`config.mk`:
```
export PLATFORM = sky130hd
export DESIGN_NAME = encoder_balanced_differential_drive_unit
export DESIGN_NICKNAME = d
export VERILOG_FILES = /design/src/rtl/core/ebdd_pkg.sv /design/src/rtl/core/ebdd_step.sv /design/src/rtl/core/encoder_balanced_differential_drive_unit.sv
export SDC_FILE = /design/constraint.sdc
export NUM_CORES = 1
export LEC_CHECK = 0
export ABC_AREA = 1
export BUFFER_PORTS_ARGS = -buffer_cell sky130_fd_sc_hd__buf_4
export CAP_MARGIN = 5
export CORE_MARGIN = 5
export CORE_UTILIZATION = 55
export DETAILED_ROUTE_END_ITERATION = 10
export PLACE_DENSITY_LB_ADDON = 0.15
export SYNTH_ARGS = -nofsm -noshare
export SYNTH_HDL_FRONTEND = slang
export SYNTH_SLANG_ARGS = --single-unit
```
`constraint.sdc`:
```
create_clock -name clk -period 9.75 [get_ports clk]
set_input_delay 0.4875 -clock clk [delete_from_list [all_inputs] [get_ports clk]]
set_output_delay 0.4875 -clock clk [all_outputs]
set_load 0.1 [all_outputs]
```
`src/rtl/core/ebdd_pkg.sv`:
```
// Shared types, codes and helpers of the encoder balanced differential drive unit.
package ebdd_pkg;

	localparam int COUNT_WIDTH = 16;
	localparam int BAL_W       = COUNT_WIDTH + 11;
	localparam int PROD_W      = COUNT_WIDTH + 15;
	localparam int DIST_W      = 23;

	localparam logic [7:0]        DUTY_MAX  = 8'd255;
	localparam logic [7:0]        GAIN_RESET = 8'd20;
	localparam logic [15:0]       DPT_RESET = 16'd256;
	localparam logic [DIST_W-1:0] DIST_MAX  = 23'd8388607;

	localparam logic [1:0] FUNC_CMD   = 2'd0;
	localparam logic [1:0] FUNC_LEFT  = 2'd1;
	localparam logic [1:0] FUNC_RIGHT = 2'd2;

	localparam logic [2:0] DIR_STOP = 3'd0;
	localparam logic [2:0] DIR_FWD  = 3'd1;
	localparam logic [2:0] DIR_BACK = 3'd2;
	localparam logic [2:0] DIR_ROTL = 3'd3;
	localparam logic [2:0] DIR_ROTR = 3'd4;

	localparam logic REG_GAIN = 1'b0;
	localparam logic REG_DPT  = 1'b1;

	typedef enum logic [4:0] {
		MODE_STOP = 5'b00001,
		MODE_FWD  = 5'b00010,
		MODE_BACK = 5'b00100,
		MODE_ROTL = 5'b01000,
		MODE_ROTR = 5'b10000
	} mode_t;

	typedef struct packed {
		logic [COUNT_WIDTH-1:0] left_count;
		logic [COUNT_WIDTH-1:0] right_count;
		logic [7:0]             base_speed;
		mode_t                  mode;
		logic [7:0]             left_duty;
		logic [7:0]             right_duty;
		logic                   left_dir;
		logic                   right_dir;
	} state_t;

	localparam state_t STATE_RESET = '{
		left_count:  '0,
		right_count: '0,
		base_speed:  8'd0,
		mode:        MODE_STOP,
		left_duty:   DUTY_MAX,
		right_duty:  DUTY_MAX,
		left_dir:    1'b1,
		right_dir:   1'b1
	};

	function automatic logic [7:0] clamp_duty(input logic signed [BAL_W-1:0] v);
		logic [7:0] r;
		if (v < 0) begin
			r = 8'd0;
		end else if (v > $signed(BAL_W'(DUTY_MAX))) begin
			r = DUTY_MAX;
		end else begin
			r = v[7:0];
		end
		return r;
	endfunction

endpackage

```
`src/rtl/core/ebdd_step.sv`:
```
// Next-state and result logic for one command or encoder tick.
module ebdd_step (
	input  ebdd_pkg::state_t                  cur,
	input  logic [1:0]                        func,
	input  logic [2:0]                        direction,
	input  logic [7:0]                        speed,
	input  logic [7:0]                        gain,
	input  logic [15:0]                       dpt,
	output ebdd_pkg::state_t                  nxt,
	output logic [ebdd_pkg::DIST_W-1:0]       distance
);

	localparam int CW = ebdd_pkg::COUNT_WIDTH;

	logic [CW-1:0]                    lc_tick;
	logic [CW-1:0]                    rc_tick;
	logic [CW-1:0]                    lc_new;
	logic [CW-1:0]                    rc_new;
	logic signed [CW:0]               diff;
	logic signed [ebdd_pkg::BAL_W-1:0] bal;
	logic signed [ebdd_pkg::BAL_W-1:0] base_ext;
	logic [7:0]                       duty_lo;
	logic [7:0]                       duty_hi;
	logic [7:0]                       inv;
	logic signed [CW:0]               sum;
	logic signed [CW:0]               half;
	logic [ebdd_pkg::PROD_W-1:0]      prod;
	logic [63:0]                      scaled;

	always_comb begin
		unique case (cur.mode)
			ebdd_pkg::MODE_FWD: begin
				lc_tick = cur.left_count + CW'(1);
				rc_tick = cur.right_count + CW'(1);
			end
			ebdd_pkg::MODE_BACK: begin
				lc_tick = cur.left_count - CW'(1);
				rc_tick = cur.right_count - CW'(1);
			end
			default: begin
				lc_tick = cur.left_count;
				rc_tick = cur.right_count;
			end
		endcase
		lc_new = (func == ebdd_pkg::FUNC_LEFT) ? lc_tick : cur.left_count;
		rc_new = (func == ebdd_pkg::FUNC_RIGHT) ? rc_tick : cur.right_count;
	end

	always_comb begin
		diff     = $signed({lc_new[CW-1], lc_new}) - $signed({rc_new[CW-1], rc_new});
		bal      = ebdd_pkg::BAL_W'(diff) * $signed({{(ebdd_pkg::BAL_W-8){1'b0}}, gain});
		base_ext = $signed({{(ebdd_pkg::BAL_W-8){1'b0}}, cur.base_speed});
		duty_lo  = ebdd_pkg::clamp_duty(base_ext - bal);
		duty_hi  = ebdd_pkg::clamp_duty(base_ext + bal);
		inv      = ebdd_pkg::DUTY_MAX - speed;
	end

	always_comb begin
		nxt = cur;
		unique case (func)
			ebdd_pkg::FUNC_CMD: begin
				unique case (direction)
					ebdd_pkg::DIR_STOP: begin
						nxt = ebdd_pkg::STATE_RESET;
					end
					ebdd_pkg::DIR_FWD: begin
						nxt.left_duty  = inv;
						nxt.right_duty = inv;
						nxt.left_dir   = 1'b1;
						nxt.right_dir  = 1'b1;
						nxt.mode       = ebdd_pkg::MODE_FWD;
						nxt.base_speed = speed;
					end
					ebdd_pkg::DIR_BACK: begin
						nxt.left_duty  = speed;
						nxt.right_duty = speed;
						nxt.left_dir   = 1'b0;
						nxt.right_dir  = 1'b0;
						nxt.mode       = ebdd_pkg::MODE_BACK;
						nxt.base_speed = speed;
					end
					ebdd_pkg::DIR_ROTL: begin
						nxt.left_duty  = speed;
						nxt.right_duty = inv;
						nxt.left_dir   = 1'b0;
						nxt.right_dir  = 1'b1;
						nxt.mode       = ebdd_pkg::MODE_ROTL;
						nxt.base_speed = speed;
					end
					ebdd_pkg::DIR_ROTR: begin
						nxt.left_duty  = inv;
						nxt.right_duty = speed;
						nxt.left_dir   = 1'b1;
						nxt.right_dir  = 1'b0;
						nxt.mode       = ebdd_pkg::MODE_ROTR;
						nxt.base_speed = speed;
					end
					default: begin
						nxt = cur;
					end
				endcase
			end
			ebdd_pkg::FUNC_LEFT, ebdd_pkg::FUNC_RIGHT: begin
				nxt.left_count  = lc_new;
				nxt.right_count = rc_new;
				if (cur.mode == ebdd_pkg::MODE_FWD) begin
					nxt.left_duty  = ebdd_pkg::DUTY_MAX - duty_lo;
					nxt.right_duty = ebdd_pkg::DUTY_MAX - duty_hi;
				end else if (cur.mode == ebdd_pkg::MODE_BACK) begin
					nxt.left_duty  = duty_hi;
					nxt.right_duty = duty_lo;
				end
			end
			default: begin
				nxt = cur;
			end
		endcase
	end

	// distance from the counts after this item
	always_comb begin
		sum    = $signed({nxt.left_count[CW-1], nxt.left_count})
		       + $signed({nxt.right_count[CW-1], nxt.right_count});
		half   = (sum + $signed({{CW{1'b0}}, sum[CW]})) >>> 1;
		prod   = ebdd_pkg::PROD_W'(half[CW-2:0]) * ebdd_pkg::PROD_W'(dpt);
		scaled = 64'(prod >> 8);
		if (half[CW] || half == '0) begin
			distance = '0;
		end else if (scaled > 64'(ebdd_pkg::DIST_MAX)) begin
			distance = ebdd_pkg::DIST_MAX;
		end else begin
			distance = scaled[ebdd_pkg::DIST_W-1:0];
		end
	end

endmodule

```
`src/rtl/core/encoder_balanced_differential_drive_unit.sv`:
```
// Top level of the encoder balanced differential drive unit.
// Each accepted transfer (a drive command or a left/right encoder tick) yields exactly one
// result transfer with both PWM duties, both direction pins and the travelled distance,
// all taken after the item has been applied. One item is accepted per clock cycle while the
// result output is not stalled: an input register feeds a single pass of update logic (one
// 8x17 balance multiply and one 15x16 distance multiply) into the state and result
// registers, so each result is valid once its item has passed the input register and then
// the result register. Registers: correction_gain at byte address 0, distance_per_tick
// at byte address 4; write them only while no transfer is in flight.
module encoder_balanced_differential_drive_unit (
	input  logic        clk,
	input  logic        arst_n,
	// APB configuration
	input  logic        psel,
	input  logic        penable,
	input  logic        pwrite,
	input  logic [2:0]  paddr,
	input  logic [31:0] pwdata,
	output logic [31:0] prdata,
	output logic        pready,
	// input items
	input  logic        s_axis_tvalid,
	output logic        s_axis_tready,
	input  logic [15:0] s_axis_tdata,   // direction[2:0], speed[10:3], zero[15:11]
	input  logic [1:0]  s_axis_tuser,   // func[1:0]
	// results
	output logic        m_axis_tvalid,
	input  logic        m_axis_tready,
	output logic [47:0] m_axis_tdata    // left_duty[7:0], right_duty[15:8], left_dir[16],
	                                    // right_dir[17], distance[40:18], zero[47:41]
);

	logic [7:0]                    gain_q;
	logic [15:0]                   dpt_q;
	logic                          valid_s1;
	logic [1:0]                    func_s1;
	logic [2:0]                    direction_s1;
	logic [7:0]                    speed_s1;
	ebdd_pkg::state_t              state_q;
	ebdd_pkg::state_t              state_nxt;
	logic [ebdd_pkg::DIST_W-1:0]   distance_nxt;
	logic                          out_valid_q;
	logic [47:0]                   out_data_q;
	logic                          advance;
	logic                          take_in;

	assign pready = 1'b1;

	always_ff @(posedge clk or negedge arst_n) begin
		if (!arst_n) begin
			gain_q <= ebdd_pkg::GAIN_RESET;
			dpt_q  <= ebdd_pkg::DPT_RESET;
		end else if (psel && penable && pwrite) begin
			unique case (paddr[2])
				ebdd_pkg::REG_GAIN: gain_q <= pwdata[7:0];
				ebdd_pkg::REG_DPT:  dpt_q  <= pwdata[15:0];
				default: ;
			endcase
		end
	end

	always_comb begin
		unique case (paddr[2])
			ebdd_pkg::REG_GAIN: prdata = {24'd0, gain_q};
			ebdd_pkg::REG_DPT:  prdata = {16'd0, dpt_q};
			default:            prdata = 32'd0;
		endcase
	end

	assign advance       = valid_s1 && (!out_valid_q || m_axis_tready);
	assign s_axis_tready = !valid_s1 || advance;
	assign take_in       = s_axis_tvalid && s_axis_tready;

	always_ff @(posedge clk or negedge arst_n) begin
		if (!arst_n) begin
			valid_s1 <= 1'b0;
		end else if (s_axis_tready) begin
			valid_s1 <= s_axis_tvalid;
		end
	end

	always_ff @(posedge clk) begin
		if (take_in) begin
			func_s1      <= s_axis_tuser;
			direction_s1 <= s_axis_tdata[2:0];
			speed_s1     <= s_axis_tdata[10:3];
		end
	end

	ebdd_step u_step (
		.cur       (state_q),
		.func      (func_s1),
		.direction (direction_s1),
		.speed     (speed_s1),
		.gain      (gain_q),
		.dpt       (dpt_q),
		.nxt       (state_nxt),
		.distance  (distance_nxt)
	);

	always_ff @(posedge clk or negedge arst_n) begin
		if (!arst_n) begin
			state_q     <= ebdd_pkg::STATE_RESET;
			out_valid_q <= 1'b0;
		end else begin
			if (advance) begin
				state_q <= state_nxt;
			end
			if (advance) begin
				out_valid_q <= 1'b1;
			end else if (m_axis_tready) begin
				out_valid_q <= 1'b0;
			end
		end
	end

	always_ff @(posedge clk) begin
		if (advance) begin
			out_data_q <= {7'd0, distance_nxt, state_nxt.right_dir, state_nxt.left_dir,
				state_nxt.right_duty, state_nxt.left_duty};
		end
	end

	assign m_axis_tvalid = out_valid_q;
	assign m_axis_tdata  = out_data_q;

endmodule

```
-- Yosys cells after proc, flatten, opt, wreduce, memory -nomap -nowiden
Index checks and enable logic that the tools add are counted.
- bitwise operators: 1
- shift operators: 0
- eq/ne operators: 8
- $add $sub $neg: 12
- order comparisons: 5
- divide/modulo/power cells: 0
- $mul: 2
- mux-type cells: 19
- reductions and logical operators: 18
- operators by type and width (kind ; count):
    case mux 31 bit (5 select lines) ; 1
    case mux 32 bit (2 select lines) ; 2
    case mux 16 bit (2 select lines) ; 3
    two-way mux 16 bit ; 4
    > comparator 27 x 9 -> 1 bit, second input constant ; 2
    < comparator 27 x 1 -> 1 bit, second input constant ; 2
    adder 16 x 1 -> 16 bit, second input constant ; 2
    two-way mux 32 bit ; 1
    two-way mux 8 bit ; 4
    subtractor 16 x 1 -> 16 bit, second input constant ; 2
    multiplier 15 x 16 -> 31 bit ; 1
    adder 9 x 26 -> 27 bit ; 1
    subtractor 9 x 26 -> 27 bit ; 1
    multiplier 17 x 9 -> 26 bit ; 1
    subtractor 8 bit, first input constant ; 3
    > comparator 23 bit, second input constant ; 1
    two-way mux 23 bit ; 1
    adder 16 x 16 -> 17 bit ; 1
    adder 17 x 2 -> 17 bit ; 1
    zero test 17 bit ; 1
    subtractor 16 x 16 -> 17 bit ; 1
    == test 3 x 2 -> 1 bit, second input constant ; 2
    == test 5 x 2 -> 1 bit, second input constant ; 1
    == test 5 x 3 -> 1 bit, second input constant ; 1
    17 further kinds ; 25
- word-level logic and storage cells: 82
- memories kept: 0
- input port bits: 60
- bits in writable memories: 0
- bits in latches: 0
- register bits after elaboration: 143
- memory bits (read-only): 0

-- Depth between registers and ports, before layout
Gate-level depths: netlist of run 1.
- depth in word-level cells: 12
- gate-level depth with buffers: 76
- depth with buffers taken out: 74

-- Cells and area by module
From an unflattened synthesis of run 1, not the netlist that was laid out.
- cell total of the unflattened synthesis: 3562
- area total of the unflattened synthesis: 25334.3 um2
- modules (own cells, without submodules) (module ; cells each ; area each (um2) ; times used):
    ebdd_step ; 3056 ; 19930.4 ; 1
    encoder_balanced_differential_drive_unit ; 506 ; 5403.9 ; 1

-- Worst setup path before layout of run 1
Ideal clock, no wire load.
- kind: flip-flop to flip-flop
- start point: register func_s1[0]
- end point: register out_data_q[37], in the netlist m_axis_tdata[37] (data pin)
- arrival: 10571 ps
- period minus slack after synthesis: 10830 ps
- stages on the path, launching flop included: 67
- required time: 9491 ps
- setup slack: -1080 ps
- buffers on the path: 3
- cells stage by stage: edfxtp_1 inv_1 ha_1 clkbuf_1 clkinv_1 nor2_2 clkinv_1 clkbuf_1 o22ai_1 ha_1 inv_1 fa_1 o31ai_1 nand2_1 nand2_1 a21oi_1 o21ai_0 nand3_1 [31 not listed] fa_1 fa_1 fa_1 inv_1 fa_1 inv_1 ha_1 nand2_1 nor2_1 nand3b_1 o2111ai_1 a21oi_1 inv_1 nand2_1 o211ai_1 a211oi_1 xor2_1 nor2_4
- RTL lines (what ; RTL line ; text):
    start, declared ; encoder_balanced_differential_drive_unit.sv:36 ; logic [1:0] func_s1;
    start signal, assigned ; encoder_balanced_differential_drive_unit.sv:84 ; func_s1 <= s_axis_tuser;
    end signal, assigned ; encoder_balanced_differential_drive_unit.sv:119 ; out_data_q <= {7'd0, distance_nxt, state_nxt.right_dir, state_nxt.left_dir,
    end, declared ; encoder_balanced_differential_drive_unit.sv:43 ; logic [47:0] out_data_q;

==> results of run 1 <==
==> state kept, by name, indices dropped and copies added (netlist names) <==
name,flops
speed_s1,8
direction_s1,3
valid_s1,1
func_s1,2
dpt_q,16
m_axis_tdata,41
m_axis_tvalid,1
state_q,63
gain_q,8
==> how the worst min path moves through the flow <==
stage	start	end	slack, ns
after global placement	arst_n	state_q[29]	0.40
after detailed placement	arst_n	state_q[28]	0.40
after CTS	s_axis_tdata[2]	direction_s1[2]	0.19
after global routing	s_axis_tdata[7]	speed_s1[4]	0.18
final	s_axis_tdata[2]	direction_s1[2]	0.20
after floorplan	arst_n	dpt_q[0]	0.19
==> cells by family (layout without fill, tap and decap cells) <==
kind of cell,after synthesis,count (layout),synth area share
flip-flops,143,143,0.158
adder cells (fa/ha/maj),491,491,0.339
XOR/XNOR,110,110,0.0395
other,2,25,0.000305
AND/OR/NAND/NOR,1377,1377,0.239
AO/OA/AOI/OAI,397,397,0.0937
buffers and inverters,817,1436,0.131
==> worst max-delay path: cells and delay by family, from the launching register on <==
kind / cells / cell delay [ns]
AO/OA/AOI/OAI: 12 / 1.81
buffers and inverters: 14 / 1.82
flip-flops: 1 / 0.42
AND/OR/NAND/NOR: 16 / 1.49
XOR/XNOR: 3 / 0.87
adder cells (fa/ha/maj): 9 / 3.74
==> cells in the mapped netlist, types with 28 or more instances <==
master	n	area, µm²
nand2_1	756	2840
dfrtp_1	67	1680
nor2_1	345	1290
inv_1	671	2520
edfxtp_1	54	1620
ha_1	200	2500
fa_1	291	5830
xnor2_1	28	245
clkbuf_1	78	293
a21oi_1	123	616
nand4_1	46	288
o21ai_0	153	766
nand3_1	128	641
xor2_1	81	709
==> layout make-up <==
cell class / count / area [µm²]
diodes: 1 / 2.50
multi-input cells: 2399 / 19600
flip-flops and latches: 143 / 3880
well taps: 592 / 741
clock buffers: 18 / 450
repair buffers: 713 / 5590
inverters: 691 / 2630
fillers: 3398 / 11100
clock inverters: 14 / 186
==> metal layers <==
metal / global-route usage / part of all wire / vias to the layer above / wire (µm)
li1: - / - / 11500 / -
met1: 0.466 / 0.44 / 12000 / 35700
met2: 0.494 / 0.46 / 1003 / 37200
met3: 0.0517 / 0.082 / 154 / 6640
met4: 0.0690 / 0.022 / 0 / 1810
met5: 0 / 0 / - / 0
==> metrics by stage <==
| step | cell area [µm²] | std cells |
|---|---|---|
| floorplan | 24900 | 3359 |
| global placement | 29600 | 4440 |
| detailed placement | 29600 | 4440 |
| CTS | 31600 | 4525 |
| global route | 33100 | 4570 |
| finish | 33100 | 4571 |
==> repair_timing <==
action                                  in CTS  in global routing
hold buffers                                 1                  0
cloned                                       1                  0
endpoints found under the setup margin      53                 55
endpoints found under the hold margin       10                  0
pin swaps                                   94                196
gates resized for setup                    244                265
setup buffers                               65                 51
==> summary.md, run 1 <==
| Metric | Value |
|---|---|
| Slew Limit Fails | `0` |
| Synthesis Warnings | `0` |
| CP Data Required Time | `9.95 ns` |
| 1st-pass router iterations | `9` |
| Initial antenna violation count | `0` |
| Register bit total from synthesis | `143` |
| Share of cells above drive strength 1 | `0.310` |
| Async SR Flop Fraction | `0.622` |
| Hold depth | `1` |
| HPWL Detailed | `62.9 mm` |
| Wire length per cell | `17.8 µm` |
| Number of enable flip-flop cells after synthesis | `54` |
| Commonest non-fill, non-tap cells in the layout | `674 x nand2_1, 669 x buf_4, 625 x inv_1, 310 x nor2_1, 280 x fa_1` |
| H-tree depth | `4` |
| Port Buffers | `95` |
| Arr. time, crit path | `10.60 ns` |
| Post-synth top flop | `dfrtp_1` |
| Number of global-route vias before repair | `24,400` |
| Reg-to-reg setup timing slack | `-0.65 ns` |
| CTS sink cnt | `143` |
| Hold_ws | `0.196 ns` |
| Core Rows | `77` |
| Post-Syn Area | `24,600 µm²` |
| Worst slew margin | `0.165` |
| Largest net degree at the start of global routing | `84` |
| CTS Buf Count | `17` |
| Peak fanout along the critical path | `7` |
| MaxCap Viol Count | `0` |
| Total GRT Usage | `0.315` |
| Fin crit share | `1.07` |
| Post-route DRC | `0` |
| CP Launch Type | `flop` |
| Slowest CP cell | `fa_1` |
| Setup TNS | `-6.42 ns` |
| Crit-path most repeated cell | `buf_4` |
| Achievable Freq | `96.1 MHz` |
| Netlist cell types | `63` |
| Cells after synthesis | `3,337` |
| Area Overhead vs Synth | `34.6%` |
| Boundary Pins | `143` |
| Die X-Extent | `221 µm` |
| Worst R2R Path Depth | `54` |
| Worst Hold Class | `input port to flop` |
| # setup viols final | `20` |
| CP Class | `flop to flop` |
| Die Area | `49,000 µm²` |
| Vias | `24,700` |
| Pre-CTS setup slack | `-0.846 ns` |
| Critical path startpoint | `state_q[19]` |
| Final min period | `10.40 ns` |
| Final Wtd Congestion | `0.954` |
| Initial DRC count | `2,144` |
| CTS tree | `built` |
| Worst path max stage delay | `0.55 ns` |
| WL final | `81.4 mm` |
| Failing checks | `setup timing` |
| Final net count | `4,516` |
| Post-layout util | `0.748` |
| Clock Skew | `0.0165 ns` |
| Routed Antenna Nets | `0` |
| Final worst-path setup slack | `-0.651 ns` |
| Status | `complete, but fails checks` |
| Clk root buf | `clkbuf_16` |
| Core ar. | `44,200 µm²` |
| Clk buf depth | `2` |
| FF-to-FF Start | `state_q[19]` |
| Die height | `221 µm` |
| Initial Util | `0.556` |
| Clk_lat worst skew | `0.47 ns` |
| Most common cell after layout, fill and taps aside | `nand2_1` |
| Clock-pin slew on the worst setup and hold paths | `0.08 ns` |
| Total congestion overflow | `0` |
| Crit end category | `flop` |
| CP endpoint | `m_axis_tdata[37]` |
| Sequential-to-total area share from yosys stat | `0.158` |
| Post-Syn Area per Cell | `7.37 µm²` |
| DR vias/cell | `5.40` |
| RSZ-0062 raised after global routing | `yes` |
| Final Hold Fails | `0` |
| Global-route wire length before repair | `126 mm` |
| FF-to-FF End | `m_axis_tdata[37]` |
| Worst-margin pin slew | `1.25 ns` |
Power of run 1 is not shown: default switching activity piles up to over one toggle a cycle in this logic, so the estimate is an artifact.
==> run 2, diff against run 1 <==
--- a/config.mk
+++ b/config.mk
@@ -10,8 +10,10 @@
 export CAP_MARGIN = 5
 export CORE_MARGIN = 5
 export CORE_UTILIZATION = 55
+export CTS_BUF_LIST = sky130_fd_sc_hd__clkbuf_8
 export DETAILED_ROUTE_END_ITERATION = 10
 export PLACE_DENSITY_LB_ADDON = 0.15
+export SKIP_LAST_GASP = 1
 export SYNTH_ARGS = -nofsm -noshare
 export SYNTH_HDL_FRONTEND = slang
 export SYNTH_SLANG_ARGS = --single-unit
==> summary.md, run 2 (synthesis results as in run 1) <==
| Metric | Value |
|---|---|
| Status | `complete, but fails checks` |
| Failing checks | `setup timing` |
| Diode count | `0` |
| CTS tree | `built` |
| Worst-margin pin slew | `1.20 ns` |
| Area Overhead vs Synth | `29.4%` |
| Clk root buf | `clkbuf_8` |
| CTS Buf Count | `17` |
| CP Launch Type | `flop` |
| Clock-pin slew on the worst setup and hold paths | `0.11 ns` |
| Slew Limit Fails | `0` |
| Final net count | `4,481` |
| Largest net degree at the start of global routing | `84` |
| Hold_ws | `0.140 ns` |
| # setup viols final | `18` |
| Slowest CP cell | `fa_1` |
| Share of cells above drive strength 1 | `0.270` |
| Initial antenna violation count | `0` |
| Core ar. | `44,200 µm²` |
| Setup TNS | `-8.10 ns` |
| Crit-path most repeated cell | `inv_2` |
| Most common cell after layout, fill and taps aside | `nand2_1` |
| Reg-to-reg setup timing slack | `-0.80 ns` |
| Clk buf depth | `2` |
| Die X-Extent | `221 µm` |
| Clk_lat worst skew | `0.52 ns` |
| Initial DRC count | `2,018` |
| Post-route DRC | `0` |
| H-tree depth | `4` |
| Vias | `24,200` |
| Critical path startpoint | `state_q[19]` |
| Achievable Freq | `94.7 MHz` |
| Biggest register | `state_q` |
| Initial Util | `0.556` |
| 1st-pass router iterations | `6` |
| Arr. time, crit path | `10.81 ns` |
| Final min period | `10.55 ns` |
| Final Hold Fails | `0` |
| Commonest non-fill, non-tap cells in the layout | `714 x nand2_1, 654 x buf_4, 639 x inv_1, 326 x nor2_1, 281 x fa_1` |
| Number of global-route vias before repair | `24,200` |
| WL final | `78.6 mm` |
| Port Buffers | `95` |
| CP Data Required Time | `10.00 ns` |
| DR vias/cell | `5.33` |
| Max reg flops | `63` |
| Crit end category | `flop` |
| Die Area | `49,000 µm²` |
| Boundary Pins | `143` |
| MaxCap Viol Count | `0` |
| Die height | `221 µm` |
| RSZ-0062 raised after global routing | `yes` |
| Final Wtd Congestion | `0.954` |
| CTS sink cnt | `143` |
| Final worst-path setup slack | `-0.804 ns` |
| Post-layout util | `0.720` |
| FF-to-FF Start | `state_q[19]` |
| Hold Startpoint | `s_axis_tdata[2]` |
| Worst slew margin | `0.196` |
| Total GRT Usage | `0.314` |
| Worst path max stage delay | `0.57 ns` |
| Pre-CTS setup slack | `-0.846 ns` |
| Global-route wire length before repair | `126 mm` |
| Clock Skew | `0.0220 ns` |
| Peak fanout along the critical path | `6` |
| Worst Hold Class | `input port to flop` |
| Fin crit share | `1.08` |
| CP Class | `flop to flop` |
| Routed Antenna Nets | `0` |
| Wire length per cell | `17.3 µm` |
| Total congestion overflow | `0` |
| Core Rows | `77` |
| HPWL Detailed | `62.9 mm` |
==> run 2: changes by cell type in the layout (fill, tap and decap cells not counted), moves of 15 or more <==
| cell | previous run | this run |
|---|---|---|
| nor2_1 | 310 | 326 |
| nand2_2 | 80 | 53 |
| buf_4 | 669 | 654 |
| nand3_2 | 31 | 15 |
| clkbuf_8 | 0 | 17 |
| nand3_1 | 102 | 118 |
| nand2_1 | 674 | 714 |
| buf_6 | 35 | 17 |
| clkbuf_16 | 18 | 0 |
==> run 2: per-layer routing <==
layer  share of wire  track usage  vias up
met4           0.021       0.0624        0
met2            0.45        0.490      890
li1                -            -    11400
met5               0            0        -
met1            0.45        0.468    11700
met3           0.082       0.0535      128
==> run 2: worst paths after layout <==
| kind | endpoint | cells after the start |
|---|---|---|
| hold / removal | direction_s1[2] | 1 |
| max in group asynchronous | state_q[46] | 3 |
| min in group asynchronous | state_q[28] | 2 |
| setup / recovery | m_axis_tdata[38] | 69 |
| setup reg to reg | m_axis_tdata[38] | 69 |
| hold reg to reg | state_q[6] | 2 |
==> run 2: critical path, delay by kind of cell, from the launching register on <==
kind / cells / cell delay (ns)
buffers and inverters: 13 / 1.10
DFF: 1 / 0.43
xor gates and xnor gates: 1 / 0.18
AOI/OAI and AO/OA: 10 / 1.74
adders and majority gates: 9 / 3.70
and+or+nand+nor: 36 / 3.11
==> run 2: final cells by class <==
type	count	area [µm²]
repair buffers	678	5240
clock inverters	15	216
flip-flops and latches	143	3880
clock buffers	17	234
well taps	592	741
inverters	691	2610
fillers	3599	12400
multi-input cells	2399	18900
==> run 2: per-stage QoR <==
stage / area, µm² / instances
4_1_cts: 31300 / 4517
3_5_place_dp: 29600 / 4440
3_3_place_gp: 29600 / 4440
2_1_floorplan: 24900 / 3359
6_report: 31800 / 4535
5_1_grt: 31800 / 4535
==> run 2: repair_timing <==
action,CTS,global route
hold buffers,1,0
buffers inserted,51,21
resized for setup,206,96
endpoints found under the hold margin,10,0
gates cloned,1,0
pin swaps,133,89
setup endpoints to repair,53,54
Power of run 2 is left out for the same reason.
